`config.mk`:
```
export PLATFORM = sky130hd
export DESIGN_NAME = timestamped_cobs_frame_encoder_unit
export DESIGN_NICKNAME = d
export VERILOG_FILES = /design/src/sv/tscfe_pkg.sv /design/src/sv/tscfe_front.sv /design/src/sv/tscfe_fifo.sv /design/src/sv/tscfe_back.sv /design/src/sv/tscfe_pack.sv /design/src/sv/timestamped_cobs_frame_encoder_unit.sv
export SDC_FILE = /design/constraint.sdc
export NUM_CORES = 2
export LEC_CHECK = 0
export BUFFER_PORTS_ARGS = -buffer_cell sky130_fd_sc_hd__buf_2
export CORE_MARGIN = 2
export CORE_UTILIZATION = 50
export CTS_BUF_LIST = sky130_fd_sc_hd__clkbuf_8
export CTS_CLUSTER_DIAMETER = 200
export CTS_CLUSTER_SIZE = 24
export DETAILED_ROUTE_END_ITERATION = 16
export PLACE_DENSITY = 0.66
export SLEW_MARGIN = 20
export SYNTH_ARGS = -nofsm -noshare
export SYNTH_HDL_FRONTEND = slang
export SYNTH_SLANG_ARGS = --single-unit
```
`constraint.sdc`:
```
create_clock -name clock -period 40.1 [get_ports clock]
set_input_delay 6.015 -clock clock [delete_from_list [all_inputs] [get_ports clock]]
set_output_delay 6.015 -clock clock [all_outputs]
set_load 0.01 [all_outputs]
```
`src/sv/tscfe_pkg.sv`:
```
`timescale 1ns / 1ps
// Shared types and constants of the timestamped COBS frame encoder.
package tscfe_pkg;

   // Request: one payload byte with packet marks and the millisecond count.
   typedef struct packed {
      logic        first_byte;
      logic        last_byte;
      logic [7:0]  data_byte;
      logic [31:0] now_ms;
   } tscfe_req_type;

   // Response: up to eight encoded bytes, earliest byte in the low lane.
   typedef struct packed {
      logic [63:0] frame_bytes;
      logic [3:0]  byte_count;
      logic        frame_end;
      logic        last_result;
   } tscfe_rsp_type;

   // Queue entry from the front end: a classified request with its timestamp.
   typedef struct packed {
      logic        first;
      logic        last;
      logic [7:0]  data;
      logic [63:0] stamp;
   } tscfe_entry_type;

   // One encoder symbol handed from the back end to the packer.
   typedef struct packed {
      logic       valid;
      logic       has_byte;
      logic [7:0] value;
      logic       step_end;
      logic       frame_end;
   } tscfe_sym_type;

   typedef enum logic [1:0] {
      ST_PUSH,
      ST_BODY,
      ST_FIN,
      ST_DELIM
   } tscfe_state_type;

   localparam int         RUN_DEPTH   = 254;
   localparam logic [7:0] RUN_MAX     = 8'd254;
   localparam logic [7:0] RUN_LAST    = 8'd253;
   localparam logic [7:0] DELIM_BYTE  = 8'h00;
   localparam logic [7:0] FULL_CODE   = 8'hFF;
   localparam logic [3:0] POS_DATA    = 4'd8;
   localparam logic [3:0] POS_START   = 4'hF;
   localparam logic [3:0] CHUNK_BYTES = 4'd8;

endpackage

```
`src/sv/tscfe_front.sv`:
```
`timescale 1ns / 1ps
// Front end: offset register, packet tracking and timestamp formation.
module tscfe_front (
   input  logic                       clock,
   input  logic                       reset,
   input  logic                       req_valid,
   input  tscfe_pkg::tscfe_req_type   req_payload,
   output logic                       req_stall,
   input  logic                       csr_write_en,
   input  logic signed [63:0]         csr_write_data,
   input  logic                       q_full,
   output logic                       q_push,
   output tscfe_pkg::tscfe_entry_type q_entry
);
   import tscfe_pkg::*;

   logic [63:0] offset_ff;
   logic        in_frame_ff;
   logic        in_frame_in;
   logic        accept;
   logic        open;
   logic        offset_on;

   assign req_stall = q_full;
   assign accept    = req_valid && !q_full;
   assign offset_on = (offset_ff != 64'd0);

   // A first byte opens a packet only while the offset is nonzero; the
   // decision holds until the packet's last byte.
   assign open        = req_payload.first_byte ? offset_on : in_frame_ff;
   assign in_frame_in = accept ? (open && !req_payload.last_byte) : in_frame_ff;

   assign q_push        = accept && open;
   assign q_entry.first = req_payload.first_byte;
   assign q_entry.last  = req_payload.last_byte;
   assign q_entry.data  = req_payload.data_byte;
   assign q_entry.stamp = offset_ff + {32'd0, req_payload.now_ms};

   always_ff @(posedge clock) begin
      if (reset) begin
         offset_ff   <= 64'd0;
         in_frame_ff <= 1'b0;
      end else begin
         if (csr_write_en) begin
            offset_ff <= $unsigned(csr_write_data);
         end
         in_frame_ff <= in_frame_in;
      end
   end

endmodule

```
`src/sv/tscfe_fifo.sv`:
```
`timescale 1ns / 1ps
// Short queue between the front end and the encoder back end.
module tscfe_fifo #(
   parameter int DEPTH = 2
) (
   input  logic                       clock,
   input  logic                       reset,
   input  logic                       push,
   input  tscfe_pkg::tscfe_entry_type push_entry,
   output logic                       full,
   input  logic                       pop,
   output logic                       head_valid,
   output tscfe_pkg::tscfe_entry_type head
);
   import tscfe_pkg::*;

   localparam int PTR_W = $clog2(DEPTH);
   localparam int CNT_W = $clog2(DEPTH + 1);
   localparam logic [PTR_W-1:0] PTR_LAST = PTR_W'(DEPTH - 1);
   localparam logic [CNT_W-1:0] CNT_FULL = CNT_W'(DEPTH);

   tscfe_entry_type  entries_ff [DEPTH];
   logic [PTR_W-1:0] wr_ptr_ff, wr_ptr_in;
   logic [PTR_W-1:0] rd_ptr_ff, rd_ptr_in;
   logic [CNT_W-1:0] count_ff, count_in;

   assign full       = (count_ff == CNT_FULL);
   assign head_valid = (count_ff != '0);
   assign head       = entries_ff[rd_ptr_ff];

   always_comb begin
      wr_ptr_in = wr_ptr_ff;
      rd_ptr_in = rd_ptr_ff;
      count_in  = count_ff;
      if (push) begin
         wr_ptr_in = (wr_ptr_ff == PTR_LAST) ? '0 : wr_ptr_ff + 1'b1;
      end
      if (pop) begin
         rd_ptr_in = (rd_ptr_ff == PTR_LAST) ? '0 : rd_ptr_ff + 1'b1;
      end
      if (push && !pop) begin
         count_in = count_ff + 1'b1;
      end else if (pop && !push) begin
         count_in = count_ff - 1'b1;
      end
   end

   always_ff @(posedge clock) begin
      if (reset) begin
         wr_ptr_ff <= '0;
         rd_ptr_ff <= '0;
         count_ff  <= '0;
      end else begin
         wr_ptr_ff <= wr_ptr_in;
         rd_ptr_ff <= rd_ptr_in;
         count_ff  <= count_in;
      end
   end

   always_ff @(posedge clock) begin
      if (push) begin
         entries_ff[wr_ptr_ff] <= push_entry;
      end
   end

endmodule

```
`src/sv/tscfe_back.sv`:
```
`timescale 1ns / 1ps
// Encoder back end: byte sequencer, run store and COBS group flushing.
module tscfe_back (
   input  logic                       clock,
   input  logic                       reset,
   input  logic                       fifo_valid,
   input  tscfe_pkg::tscfe_entry_type head,
   output logic                       pop,
   input  logic                       pack_ready,
   output tscfe_pkg::tscfe_sym_type   sym
);
   import tscfe_pkg::*;

   tscfe_state_type state_ff, state_in;
   logic [3:0] pos_ff, pos_in;
   logic [7:0] run_len_ff, run_len_in;
   logic       full_sent_ff, full_sent_in;
   logic [7:0] flush_n_ff, flush_n_in;
   logic [7:0] rd_idx_ff, rd_idx_in;
   logic       fin_ff, fin_in;
   logic [7:0] rd_data_ff;

   logic [7:0] run_mem [RUN_DEPTH];

   logic       new_item;
   logic [3:0] eff_pos;
   logic [7:0] run_eff;
   logic [7:0] cur_byte;
   logic       ends_step;
   logic       body_done;
   logic       advance;
   logic [3:0] adv_pos;
   logic       wr_en;
   logic       rd_en;
   logic [7:0] rd_addr;

   // An item starts at the first timestamp byte when it opens a packet,
   // otherwise directly at its payload byte.
   assign new_item  = (pos_ff == POS_START);
   assign eff_pos   = new_item ? (head.first ? 4'd0 : POS_DATA) : pos_ff;
   assign run_eff   = (new_item && head.first) ? 8'd0 : run_len_ff;
   assign cur_byte  = (eff_pos == POS_DATA) ? head.data
                                            : head.stamp[{3'd7 - eff_pos[2:0], 3'b000} +: 8];
   assign ends_step = (eff_pos == POS_DATA) && !head.last;
   assign body_done = ((rd_idx_ff + 8'd1) == flush_n_ff);

   always_comb begin
      state_in     = state_ff;
      pos_in       = pos_ff;
      run_len_in   = run_len_ff;
      full_sent_in = full_sent_ff;
      flush_n_in   = flush_n_ff;
      rd_idx_in    = rd_idx_ff;
      fin_in       = fin_ff;
      sym          = '0;
      pop          = 1'b0;
      wr_en        = 1'b0;
      rd_en        = 1'b0;
      rd_addr      = 8'd0;
      advance      = 1'b0;
      adv_pos      = eff_pos;

      unique case (state_ff)
         ST_PUSH: begin
            if (fifo_valid) begin
               if (cur_byte == DELIM_BYTE) begin
                  // A zero byte closes the pending group: code first.
                  sym.valid    = 1'b1;
                  sym.has_byte = 1'b1;
                  sym.value    = run_eff + 8'd1;
                  sym.step_end = (run_eff == 8'd0) && ends_step;
                  if (pack_ready) begin
                     run_len_in   = 8'd0;
                     full_sent_in = 1'b0;
                     if (run_eff != 8'd0) begin
                        flush_n_in = run_eff;
                        rd_idx_in  = 8'd0;
                        rd_en      = 1'b1;
                        pos_in     = eff_pos;
                        state_in   = ST_BODY;
                     end else begin
                        advance = 1'b1;
                     end
                  end
               end else if (run_eff == RUN_LAST) begin
                  // The byte completes a maximal group, which leaves at once.
                  sym.valid    = 1'b1;
                  sym.has_byte = 1'b1;
                  sym.value    = FULL_CODE;
                  if (pack_ready) begin
                     wr_en        = 1'b1;
                     run_len_in   = 8'd0;
                     full_sent_in = 1'b1;
                     flush_n_in   = RUN_MAX;
                     rd_idx_in    = 8'd0;
                     rd_en        = 1'b1;
                     pos_in       = eff_pos;
                     state_in     = ST_BODY;
                  end
               end else begin
                  sym.valid    = ends_step;
                  sym.step_end = ends_step;
                  if (pack_ready || !ends_step) begin
                     wr_en        = 1'b1;
                     run_len_in   = run_eff + 8'd1;
                     full_sent_in = 1'b0;
                     advance      = 1'b1;
                  end
               end
            end
         end
         ST_BODY: begin
            sym.valid    = 1'b1;
            sym.has_byte = 1'b1;
            sym.value    = rd_data_ff;
            sym.step_end = body_done && !fin_ff && (pos_ff == POS_DATA) && !head.last;
            if (pack_ready) begin
               if (!body_done) begin
                  rd_en     = 1'b1;
                  rd_addr   = rd_idx_ff + 8'd1;
                  rd_idx_in = rd_idx_ff + 8'd1;
               end else if (fin_ff) begin
                  state_in = ST_DELIM;
               end else begin
                  adv_pos = pos_ff;
                  advance = 1'b1;
               end
            end
         end
         ST_FIN: begin
            if (!(full_sent_ff && (run_len_ff == 8'd0))) begin
               sym.valid    = 1'b1;
               sym.has_byte = 1'b1;
               sym.value    = run_len_ff + 8'd1;
               if (pack_ready) begin
                  run_len_in   = 8'd0;
                  full_sent_in = 1'b0;
                  if (run_len_ff != 8'd0) begin
                     flush_n_in = run_len_ff;
                     rd_idx_in  = 8'd0;
                     rd_en      = 1'b1;
                     fin_in     = 1'b1;
                     state_in   = ST_BODY;
                  end else begin
                     state_in = ST_DELIM;
                  end
               end
            end else begin
               // Right after a maximal group only the delimiter follows.
               sym.valid     = 1'b1;
               sym.has_byte  = 1'b1;
               sym.value     = DELIM_BYTE;
               sym.step_end  = 1'b1;
               sym.frame_end = 1'b1;
               if (pack_ready) begin
                  pop          = 1'b1;
                  pos_in       = POS_START;
                  run_len_in   = 8'd0;
                  full_sent_in = 1'b0;
                  state_in     = ST_PUSH;
               end
            end
         end
         ST_DELIM: begin
            sym.valid     = 1'b1;
            sym.has_byte  = 1'b1;
            sym.value     = DELIM_BYTE;
            sym.step_end  = 1'b1;
            sym.frame_end = 1'b1;
            if (pack_ready) begin
               pop      = 1'b1;
               pos_in   = POS_START;
               fin_in   = 1'b0;
               state_in = ST_PUSH;
            end
         end
         default: begin
            state_in = ST_PUSH;
         end
      endcase

      // Move on to the next byte of the item, to the frame close, or to
      // the next item.
      if (advance) begin
         if (adv_pos != POS_DATA) begin
            pos_in   = adv_pos + 4'd1;
            state_in = ST_PUSH;
         end else if (head.last) begin
            pos_in   = adv_pos;
            state_in = ST_FIN;
         end else begin
            pop      = 1'b1;
            pos_in   = POS_START;
            state_in = ST_PUSH;
         end
      end
   end

   always_ff @(posedge clock) begin
      if (reset) begin
         state_ff     <= ST_PUSH;
         pos_ff       <= POS_START;
         run_len_ff   <= 8'd0;
         full_sent_ff <= 1'b0;
         flush_n_ff   <= 8'd0;
         rd_idx_ff    <= 8'd0;
         fin_ff       <= 1'b0;
      end else begin
         state_ff     <= state_in;
         pos_ff       <= pos_in;
         run_len_ff   <= run_len_in;
         full_sent_ff <= full_sent_in;
         flush_n_ff   <= flush_n_in;
         rd_idx_ff    <= rd_idx_in;
         fin_ff       <= fin_in;
      end
   end

   always_ff @(posedge clock) begin
      if (wr_en) begin
         run_mem[run_eff] <= cur_byte;
      end
      if (rd_en) begin
         rd_data_ff <= run_mem[rd_addr];
      end
   end

   a_body_index: assert property (@(posedge clock) disable iff (reset)
      state_ff == ST_BODY |-> rd_idx_ff < flush_n_ff)
      else $error("group read index ran past the group length");

   a_run_bound: assert property (@(posedge clock) disable iff (reset)
      run_len_ff < RUN_MAX)
      else $error("run store holds a full group that was not flushed");

   a_full_empty: assert property (@(posedge clock) disable iff (reset)
      full_sent_ff |-> run_len_ff == 8'd0)
      else $error("maximal group marked sent while bytes are pending");

   a_pop_valid: assert property (@(posedge clock) disable iff (reset)
      pop |-> fifo_valid)
      else $error("queue popped while empty");

   a_body_step: assert property (@(posedge clock) disable iff (reset)
      (state_ff == ST_BODY && pack_ready && !body_done)
         |=> (state_ff == ST_BODY && rd_idx_ff == $past(rd_idx_ff) + 8'd1))
      else $error("group flush skipped or repeated a byte");

endmodule

```
`src/sv/tscfe_pack.sv`:
```
`timescale 1ns / 1ps
// Output packer: gathers encoded bytes into words of up to eight and registers them.
module tscfe_pack (
   input  logic                     clock,
   input  logic                     reset,
   input  tscfe_pkg::tscfe_sym_type sym,
   output logic                     pack_ready,
   output logic                     rsp_valid,
   input  logic                     rsp_stall,
   output tscfe_pkg::tscfe_rsp_type rsp_payload
);
   import tscfe_pkg::*;

   logic [63:0]   acc_ff, acc_in;
   logic [3:0]    cnt_ff, cnt_in;
   logic          rsp_valid_ff, rsp_valid_in;
   tscfe_rsp_type rsp_ff, rsp_in;

   logic [63:0] merged_acc;
   logic [3:0]  merged_cnt;
   logic        out_free;
   logic        load;

   assign out_free = !rsp_valid_ff || !rsp_stall;

   always_comb begin
      merged_acc = acc_ff;
      merged_cnt = cnt_ff;
      if (sym.has_byte && (cnt_ff != CHUNK_BYTES)) begin
         merged_acc[{cnt_ff[2:0], 3'b000} +: 8] = sym.value;
         merged_cnt = cnt_ff + 4'd1;
      end
   end

   always_comb begin
      acc_in     = acc_ff;
      cnt_in     = cnt_ff;
      rsp_in     = rsp_ff;
      load       = 1'b0;
      pack_ready = 1'b0;
      if (sym.valid) begin
         if ((cnt_ff == CHUNK_BYTES) && sym.has_byte) begin
            // A full word goes out once another byte is known to follow.
            if (out_free) begin
               load               = 1'b1;
               rsp_in.frame_bytes = acc_ff;
               rsp_in.byte_count  = cnt_ff;
               rsp_in.frame_end   = 1'b0;
               rsp_in.last_result = 1'b0;
               acc_in             = 64'd0;
               cnt_in             = 4'd0;
            end
         end else if (sym.step_end && (merged_cnt != 4'd0)) begin
            pack_ready = out_free;
            if (out_free) begin
               load               = 1'b1;
               rsp_in.frame_bytes = merged_acc;
               rsp_in.byte_count  = merged_cnt;
               rsp_in.frame_end   = sym.frame_end;
               rsp_in.last_result = 1'b1;
               acc_in             = 64'd0;
               cnt_in             = 4'd0;
            end
         end else begin
            pack_ready = 1'b1;
            acc_in     = merged_acc;
            cnt_in     = merged_cnt;
         end
      end
      rsp_valid_in = load || (rsp_valid_ff && rsp_stall);
   end

   assign rsp_valid   = rsp_valid_ff;
   assign rsp_payload = rsp_ff;

   always_ff @(posedge clock) begin
      if (reset) begin
         acc_ff       <= 64'd0;
         cnt_ff       <= 4'd0;
         rsp_valid_ff <= 1'b0;
      end else begin
         acc_ff       <= acc_in;
         cnt_ff       <= cnt_in;
         rsp_valid_ff <= rsp_valid_in;
      end
   end

   always_ff @(posedge clock) begin
      if (load) begin
         rsp_ff <= rsp_in;
      end
   end

endmodule

```
`src/sv/timestamped_cobs_frame_encoder_unit.sv`:
```
`timescale 1ns / 1ps
// Top level of the timestamped COBS frame encoder.
// A request is first written into the queue; the back end and packer then act on the
// head, so the response register loads only after the queue entry has been written.
// The back end handles each byte fed to the encoder, each flushed byte, code and delimiter
// in a step of its own while the packer is ready; a packet's first request also feeds eight timestamp bytes.
// Reset clears the offset, packet state, queue and packer; the run store is not cleared.
module timestamped_cobs_frame_encoder_unit #(
   parameter int QUEUE_DEPTH = 2
) (
   input  logic                     clock,
   input  logic                     reset,
   input  logic                     req_valid,
   output logic                     req_stall,
   input  tscfe_pkg::tscfe_req_type req_payload,
   output logic                     rsp_valid,
   input  logic                     rsp_stall,
   output tscfe_pkg::tscfe_rsp_type rsp_payload,
   input  logic                     csr_write_en,
   input  logic signed [63:0]       csr_write_data
);
   import tscfe_pkg::*;

   // Front end to queue: requests that belong to an open packet, each
   // carrying the timestamp formed from the offset and the request's count.
   logic            q_push;
   logic            q_full;
   tscfe_entry_type q_entry;

   // Queue to back end.
   logic            head_valid;
   logic            head_pop;
   tscfe_entry_type head;

   // Back end to packer: one encoded byte or an end-of-request mark a cycle, held while the packer is not ready.
   tscfe_sym_type sym;
   logic          pack_ready;

   // The front end takes requests while the queue has room, so it keeps
   // accepting while the back end flushes a group or a response waits.
   tscfe_front u_front (
      .clock          (clock),
      .reset          (reset),
      .req_valid      (req_valid),
      .req_payload    (req_payload),
      .req_stall      (req_stall),
      .csr_write_en   (csr_write_en),
      .csr_write_data (csr_write_data),
      .q_full         (q_full),
      .q_push         (q_push),
      .q_entry        (q_entry)
   );

   tscfe_fifo #(
      .DEPTH (QUEUE_DEPTH)
   ) u_fifo (
      .clock      (clock),
      .reset      (reset),
      .push       (q_push),
      .push_entry (q_entry),
      .full       (q_full),
      .pop        (head_pop),
      .head_valid (head_valid),
      .head       (head)
   );

   // The back end walks the timestamp bytes and the payload byte of the
   // request at the queue head, keeps the pending group in the run store
   // and streams each closed group out byte by byte.
   tscfe_back u_back (
      .clock      (clock),
      .reset      (reset),
      .fifo_valid (head_valid),
      .head       (head),
      .pop        (head_pop),
      .pack_ready (pack_ready),
      .sym        (sym)
   );

   // The packer groups the bytes of one request into words of up to eight
   // and holds each word in the response register until it is taken.
   tscfe_pack u_pack (
      .clock       (clock),
      .reset       (reset),
      .sym         (sym),
      .pack_ready  (pack_ready),
      .rsp_valid   (rsp_valid),
      .rsp_stall   (rsp_stall),
      .rsp_payload (rsp_payload)
   );

endmodule

```
[After elaboration in Yosys (flattened, before gate mapping)]
Memories as Yosys holds them, arrays and structs flattened. A register that Yosys moved wholly into a read port is not among the register bits.
Index checks and enable logic that the tools add are counted.
Cells by class
  add/subtract/negate cells: 12
  $mul: 0
  div/mod/pow operators: 0
  magnitude comparators: 0
  eq/ne operators: 33
  shift-type cells: 3
  mux-type cells: 151
  bitwise logic cells: 0
  reduce and logical (&&, ||, !) cells: 51
Operators by type and width (count)
  70-bit two-way mux: 4
  64-bit two-way mux: 4
  8-bit two-way mux: 31
  4-bit two-way mux: 21
  64-bit by 32-bit adder with 64-bit output: 1
  64-bit bitwise mux: 1
  64-bit nonzero test: 1
  8-bit by 8-bit variable shift with 64-bit output, first input constant: 1
  64-bit by 7-bit indexed part select with 8-bit output: 1
  8-bit by 8-bit indexed part select with 64-bit output: 1
  1-bit two-way mux: 56
  11-bit case mux with 4 select lines: 1
  2-bit two-way mux: 19
  8-bit case mux with 2 select lines: 2
  8-bit by 1-bit adder with 8-bit output, second input constant: 3
  8-bit logical NOT: 3
  8-bit case mux with 3 select lines: 1
  11-bit two-way mux: 2
  3-bit by 1-bit != test with 1-bit output, second input constant: 6
  4-bit == test, second input constant: 4
  1-bit logical AND: 16
  8-bit AND reduction: 2
  8-bit nonzero test: 2
  4-bit by 1-bit != test with 1-bit output, second input constant: 3
  33 further kinds: 64
Storage, ports and cells
  flip-flop bits (word level): 240
  bits in latches: 0
  bits in writable memories: 2180
  ROM bits: 0
  bits of input ports: 111
  logic and storage cells: 271
  memories: 2
Memory list
  u_back.run_mem: words 254, width 8, rd ports 1, clocked after Yosys merged registers in 1, wr ports 1, RTL line tscfe_back.sv:23  | logic [7:0] run_mem [RUN_DEPTH];
  u_fifo.entries_ff: words 2, width 74, rd ports 1, clocked after Yosys merged registers in 1, wr ports 1, RTL line tscfe_fifo.sv:22  | tscfe_entry_type entries_ff [DEPTH];

[Longest topological paths before layout]
  depth in word-level cells: 26
  gate-level depth with buffers: 24
  mapped depth without buffers: 21

[Cells and area by module]
From an unflattened synthesis, not the netlist that was laid out.
Second synthesis, totals
  cells, all modules: 7101
  area, all modules: 101576.2 um2
By module, submodules not included
  tscfe_back: times used 1, cells an instance 5647, area each 84717.5 um2, seq. area each 61899.4 um2
  tscfe_pack: times used 1, cells an instance 564, area each 6143.4 um2, seq. area each 3483.3 um2
  tscfe_fifo: times used 1, cells an instance 252, area each 5567.8 um2, seq. area each 4544.4 um2
  tscfe_front: times used 1, cells an instance 638, area each 5147.4 um2, seq. area each 1301.2 um2

[Least setup slack after synthesis]
No wires, ideal clock.
  kind: reg-to-reg
  from: register u_back.pos_ff[3]
  to: register u_pack.rsp_ff, in the netlist u_pack.rsp_payload[0] (enable)
  setup time: 498 ps
  arrival: 16500 ps
  required time: 39602 ps
  slack: 23101 ps
  cell stages (with the launch flop): 15
  clock period less this slack: 16999 ps
  cells stage by stage: dfxtp_1 -> buf_2 -> nand3_2 -> and2_4 -> buf_6 -> mux4_2 -> o221ai_1 -> o32ai_1 -> or4_1 -> buf_2 -> o21ai_0 -> a211oi_1 -> o31ai_1 -> and2_1 -> nor2_1
Between the ends
  cells in the longest elaborated chain, start to end: 17
RTL lines
  from (decl): RTL line tscfe_back.sv:15  | logic [3:0] pos_ff, pos_in;
  from (signal assigned): RTL line tscfe_back.sv:210  | pos_ff <= pos_in;
  4-bit == test: RTL line tscfe_back.sv:39  | assign new_item = (pos_ff == POS_START);
  4-bit two-way mux (*): RTL line tscfe_back.sv:40  | assign eff_pos = new_item ? (head.first ? 4'd0 : POS_DATA) : pos_ff;
  3-bit subtractor: RTL line tscfe_back.sv:43  | : head.stamp[{3'd7 - eff_pos[2:0], 3'b000} +: 8];
  64-bit by 7-bit indexed part select with 8-bit output: RTL line tscfe_back.sv:43
  8-bit two-way mux (*): RTL line tscfe_back.sv:42  | assign cur_byte = (eff_pos == POS_DATA) ? head.data
  net u_back.cur_byte[0]: RTL line tscfe_back.sv:28  | logic [7:0] cur_byte;
  8-bit logical NOT (*): RTL line tscfe_back.sv:66  | if (cur_byte == DELIM_BYTE) begin
  11-bit two-way mux (*): RTL line tscfe_back.sv:66
  [... 2 more ...]
  1-bit logical AND: RTL line tscfe_pack.sv:29  | if (sym.has_byte && (cnt_ff != CHUNK_BYTES)) begin
  4-bit two-way mux: RTL line tscfe_pack.sv:29
  4-bit nonzero test: RTL line tscfe_pack.sv:53  | end else if (sym.step_end && (merged_cnt != 4'd0)) begin
  1-bit logical AND: RTL line tscfe_pack.sv:53
  1-bit two-way mux: RTL line tscfe_pack.sv:53
  1-bit two-way mux: RTL line tscfe_pack.sv:42  | if ((cnt_ff == CHUNK_BYTES) && sym.has_byte) begin
  1-bit two-way mux: RTL line tscfe_pack.sv:41  | if (sym.valid) begin
  4-bit AND reduction (no line) (*)
  to (signal assigned): RTL line tscfe_pack.sv:90  | rsp_ff <= rsp_in;
  to (decl): RTL line tscfe_pack.sv:17  | tscfe_rsp_type rsp_ff, rsp_in;
The timed path passes the listed nets; every way through them passes the cells marked *.
A chain may end at the register's enable or synchronous reset.

==> Implementation_results.wiki <==
{| class="wikitable"
! Metric !! Value
|-
| Data arrival, critical path || 10.60 ns
|-
| Unrepaired setup endpoints after global routing || false
|-
| Worst Setup End Kind || flip-flop
|-
| Width of the chip || 447 um
|-
| IO Port Bufs || 182
|-
| Netlist Area Pre-Place || 0.0983 sq mm
|-
| First-pass GRT wire length || 392000 um
|-
| Total setup buffers inserted after CTS || 0
|-
| Area enclosed by the die boundary || 0.200 sq mm
|-
| Global Route Usage Sum || 26.3%
|-
| Resized cells post-CTS || 0
|-
| Latest clock arrival within the worst-skew pair || 0.97 ns
|-
| Commonest register cell after synthesis || edfxtp_1
|-
| Mean Syn Cell Area || 13.4 sq um
|-
| TritonCTS clock tree || yes
|-
| Total I/O pin count || 183
|-
| Fillers || 16100
|-
| Number of global-route vias before repair || 58500
|-
| Setup tns final || 0 ns
|-
| Number of non-filler instances in the completed layout || 9988
|-
| Max capacitance violation total || 0
|-
| HPWL after detailed placement || 163000 um
|-
| Worst relative slew slack || 6.80%
|-
| Worst hold margin || 0.498 ns
|-
| Register clock-pin slew on the reported worst setup and hold paths || 0.15 ns
|-
| Final setup viols || 0
|-
| DR vias/cell || 6.20
|-
| Site Rows || 162
|-
| Number of levels in the clock H-tree || 3
|-
| Number of unique standard cell types used by synthesis || 86
|-
| Minimum clock period || 9.91 ns
|-
| Kind of launch point of the worst setup path || input pin
|-
| Detailed-route wire length per cell || 26.9 um
|-
| Number of remaining DRC errors || 0
|-
| Number of buffers created by CTS || 111
|-
| Floorplan die height || 447 um
|-
| Required time at the endpoint of the critical path || 40.79 ns
|-
| Outcome || completed
|-
| Floorplan core area || 0.195 sq mm
|-
| Total power per unit cell area || 63.5 mW/mm^2
|-
| Worst-path fanout max || 4
|-
| Antenna violations before repair || 9
|-
| Starting Density || 50.4%
|-
| Crit share post-route || 24.7%
|-
| Synth async-reset ratio || 0%
|-
| Area growth from synthesis to layout || 5.98%
|-
| Commonest cells after routing, fill and taps aside || edfxtp_1 (2258), nand2_1 (1650), nand3_1 (528)
|-
| Number of sinks on the clock net || 2429
|-
| Number of max-slew violations in the final report || 0
|-
| Maximum number of pins on one net before global-route repair || 192
|-
| Count of placed standard cells including taps || 9819
|-
| Buffers from clock root to sink, at most || 3
|-
| Number of iterations in the first detailed-routing pass || 8
|-
| Post-Route Skew || 0.105 ns
|-
| Root buffer cell || clkbuf_8
|-
| Net count of the mapped netlist || 7505
|-
| Total global routing overflow || 0
|-
| Layout Nets || 7465
|-
| Max IR drop VDD || 0.245 mV
|-
| Antenna Violating Nets Remaining || 0
|-
| Ratio of cells with drive above 1 in the final layout || 9.36%
|-
| Final-report hold violation count || 0
|-
| Most common cell after layout, fill and taps aside || edfxtp_1
|-
| Tightest Hold Check Type || reg -> reg
|-
| Leakage power summed over all cells || 34.2 nW
|-
| Worst-Margin Slew || 1.36 ns
|-
| Total length of routed wires || 269000 um
|-
| Final Wtd Congestion || 0.898
|-
| Number of synthesized flops with an enable pin || 2258
|-
| Synthesized netlist cell count || 7348
|-
| Type of the setup path with the least slack || in -> reg
|-
| Number of design-rule violations left by the first detailed-router iteration || 8638
|-
| Hold-fix buffers, CTS || 0
|-
| Post-synthesis sequential element count || 2429
|-
| Seq/Total Area, Yosys || 72.4%
|-
| Yosys warning count || 0
|-
| Maximum frequency from static timing analysis || 101 MHz
|-
| Total number of vias || 62000
|}
## layout make-up
type | instances | area (sq um) | area share, %
Antenna cell | 5 | 12.5 | 0.0120
Multi-Input combinational cell | 4400 | 25600 | 24.6
Clock inverter | 50 | 216 | 0.208
Timing Repair Buffer | 321 | 2100 | 2.01
Clock buffer | 114 | 1570 | 1.51
Inverter | 45 | 199 | 0.191
Tap cell | 2624 | 3280 | 3.15
Sequential cell | 2429 | 71200 | 68.4
## flip-flops by register name, summed over array words and instances (netlist names), 2 cells and up, named ones only
| name | flops |
|---|---|
| u_back.flush_n_ff | 8 |
| u_back.pos_ff | 4 |
| u_back.rd_data_ff | 8 |
| u_back.rd_idx_ff | 8 |
| u_back.run_len_ff | 8 |
| u_back.run_mem | 2032 |
| u_back.state_ff | 2 |
| u_fifo.count_ff | 2 |
| u_fifo.entries_ff | 148 |
| u_front.offset_ff | 64 |
| u_pack.acc_ff | 64 |
| u_pack.cnt_ff | 4 |
| u_pack.rsp_payload | 70 |
## critical path: stages
cell and delay, ns:
buf_2 0.10, ha_1 0.20, inv_1 0.07, fa_1 0.20, nor2b_1 0.06, o21ai_0 0.21, a21oi_1 0.16, o41a_1 0.37
a211oi_1 0.43, o31ai_1 0.24, a41oi_1 0.33, nor4_1 0.11, a2111oi_0 0.69, a21oi_1 0.26, a221oi_1 0.75, nor2_1 0.17
nand3_1 0.14, xnor2_1 0.08
## stage by stage
| step | utilization, % | cell area (sq um) | setup WS [ns] | power, mW |
|---|---|---|---|---|
| after floorplan | - | 98300 | 23.10 | 5.00 |
| after CTS | 53.3 | 104000 | 30.26 | 6.61 |
| after global placement | 52.4 | 102000 | 29.33 | 5.62 |
| after global routing | 53.4 | 104000 | 29.89 | 6.81 |
| final | 53.4 | 104000 | 30.19 | 6.61 |
| after detailed placement | 52.4 | 102000 | 29.26 | 5.67 |
## final timing paths
path	from	to	slack, ns	depth (start not counted)
worst max register to register	u_back.rd_idx_ff[0]	u_back.rd_data_ff[5]	31.90	16
worst min register to register	u_back.flush_n_ff[3]	u_back.flush_n_ff[3]	0.50	2
worst max-delay path	req_payload[0]	u_fifo.entries_ff[0][46]	30.19	18
worst min-delay path	u_back.flush_n_ff[3]	u_back.flush_n_ff[3]	0.50	2
## metal layers
metal  wire, um  track usage [%]  up-vias
li1           -                -    27200
met1     108000             37.9    31200
met5         24                0        -
met3      26100             4.39      365
met2     126000             41.4     3211
met4       8340             7.72        4
## power by group
group	switching, mW	internal [mW]	leakage, nW
registers	0.0236	3.71	21.7
clock network	0.725	0.265	1.08
logic	1.61	0.273	11.4
## cells by family after synthesis
group | after synthesis | synth area share [%]
adder cells (fa/ha/maj) | 46 | 0.593
XOR/XNOR | 88 | 0.812
AND/OR/NAND/NOR | 3033 | 13.2
flip-flops | 2429 | 72.4
buffers and inverters | 519 | 2.12
AO/OA/AOI/OAI | 912 | 6.24
multiplexers | 321 | 4.55
## cells in the mapped netlist, types with 8 or more instances
library cell / count / area share, %
o21ai_0: 117 / 0.60
mux4_2: 98 / 2.2
or3_1: 10 / 0.064
nor4_1: 70 / 0.45
nor2_2: 15 / 0.095
buf_2: 72 / 0.37
nand2_1: 1654 / 6.3
nor2b_1: 23 / 0.15
xnor2_1: 53 / 0.47
edfxtp_1: 2258 / 69
a31oi_1: 275 / 1.7
clkbuf_1: 301 / 1.1
mux2i_1: 210 / 2.1
o221ai_1: 13 / 0.12
o21ai_1: 11 / 0.056
o22ai_1: 18 / 0.11
a21o_1: 14 / 0.11
a211oi_1: 24 / 0.18
dfxtp_1: 171 / 3.5
buf_1: 92 / 0.35
and2_1: 17 / 0.11
nor2_1: 443 / 1.7
nand3_1: 530 / 2.7
nor3_1: 83 / 0.42
a311oi_1: 12 / 0.11
ha_1: 45 / 0.57
nand4_1: 100 / 0.64
xor2_1: 33 / 0.29
nand2b_1: 21 / 0.13
a32oi_1: 107 / 0.95
inv_1: 45 / 0.17
a21oi_1: 135 / 0.69
a22oi_1: 70 / 0.53
o21a_1: 8 / 0.061
o211ai_1: 18 / 0.14
nand3b_1: 10 / 0.076
or2_2: 14 / 0.089
and3_1: 23 / 0.15
mux2_2: 11 / 0.13
(Power assumes the default switching activity.)
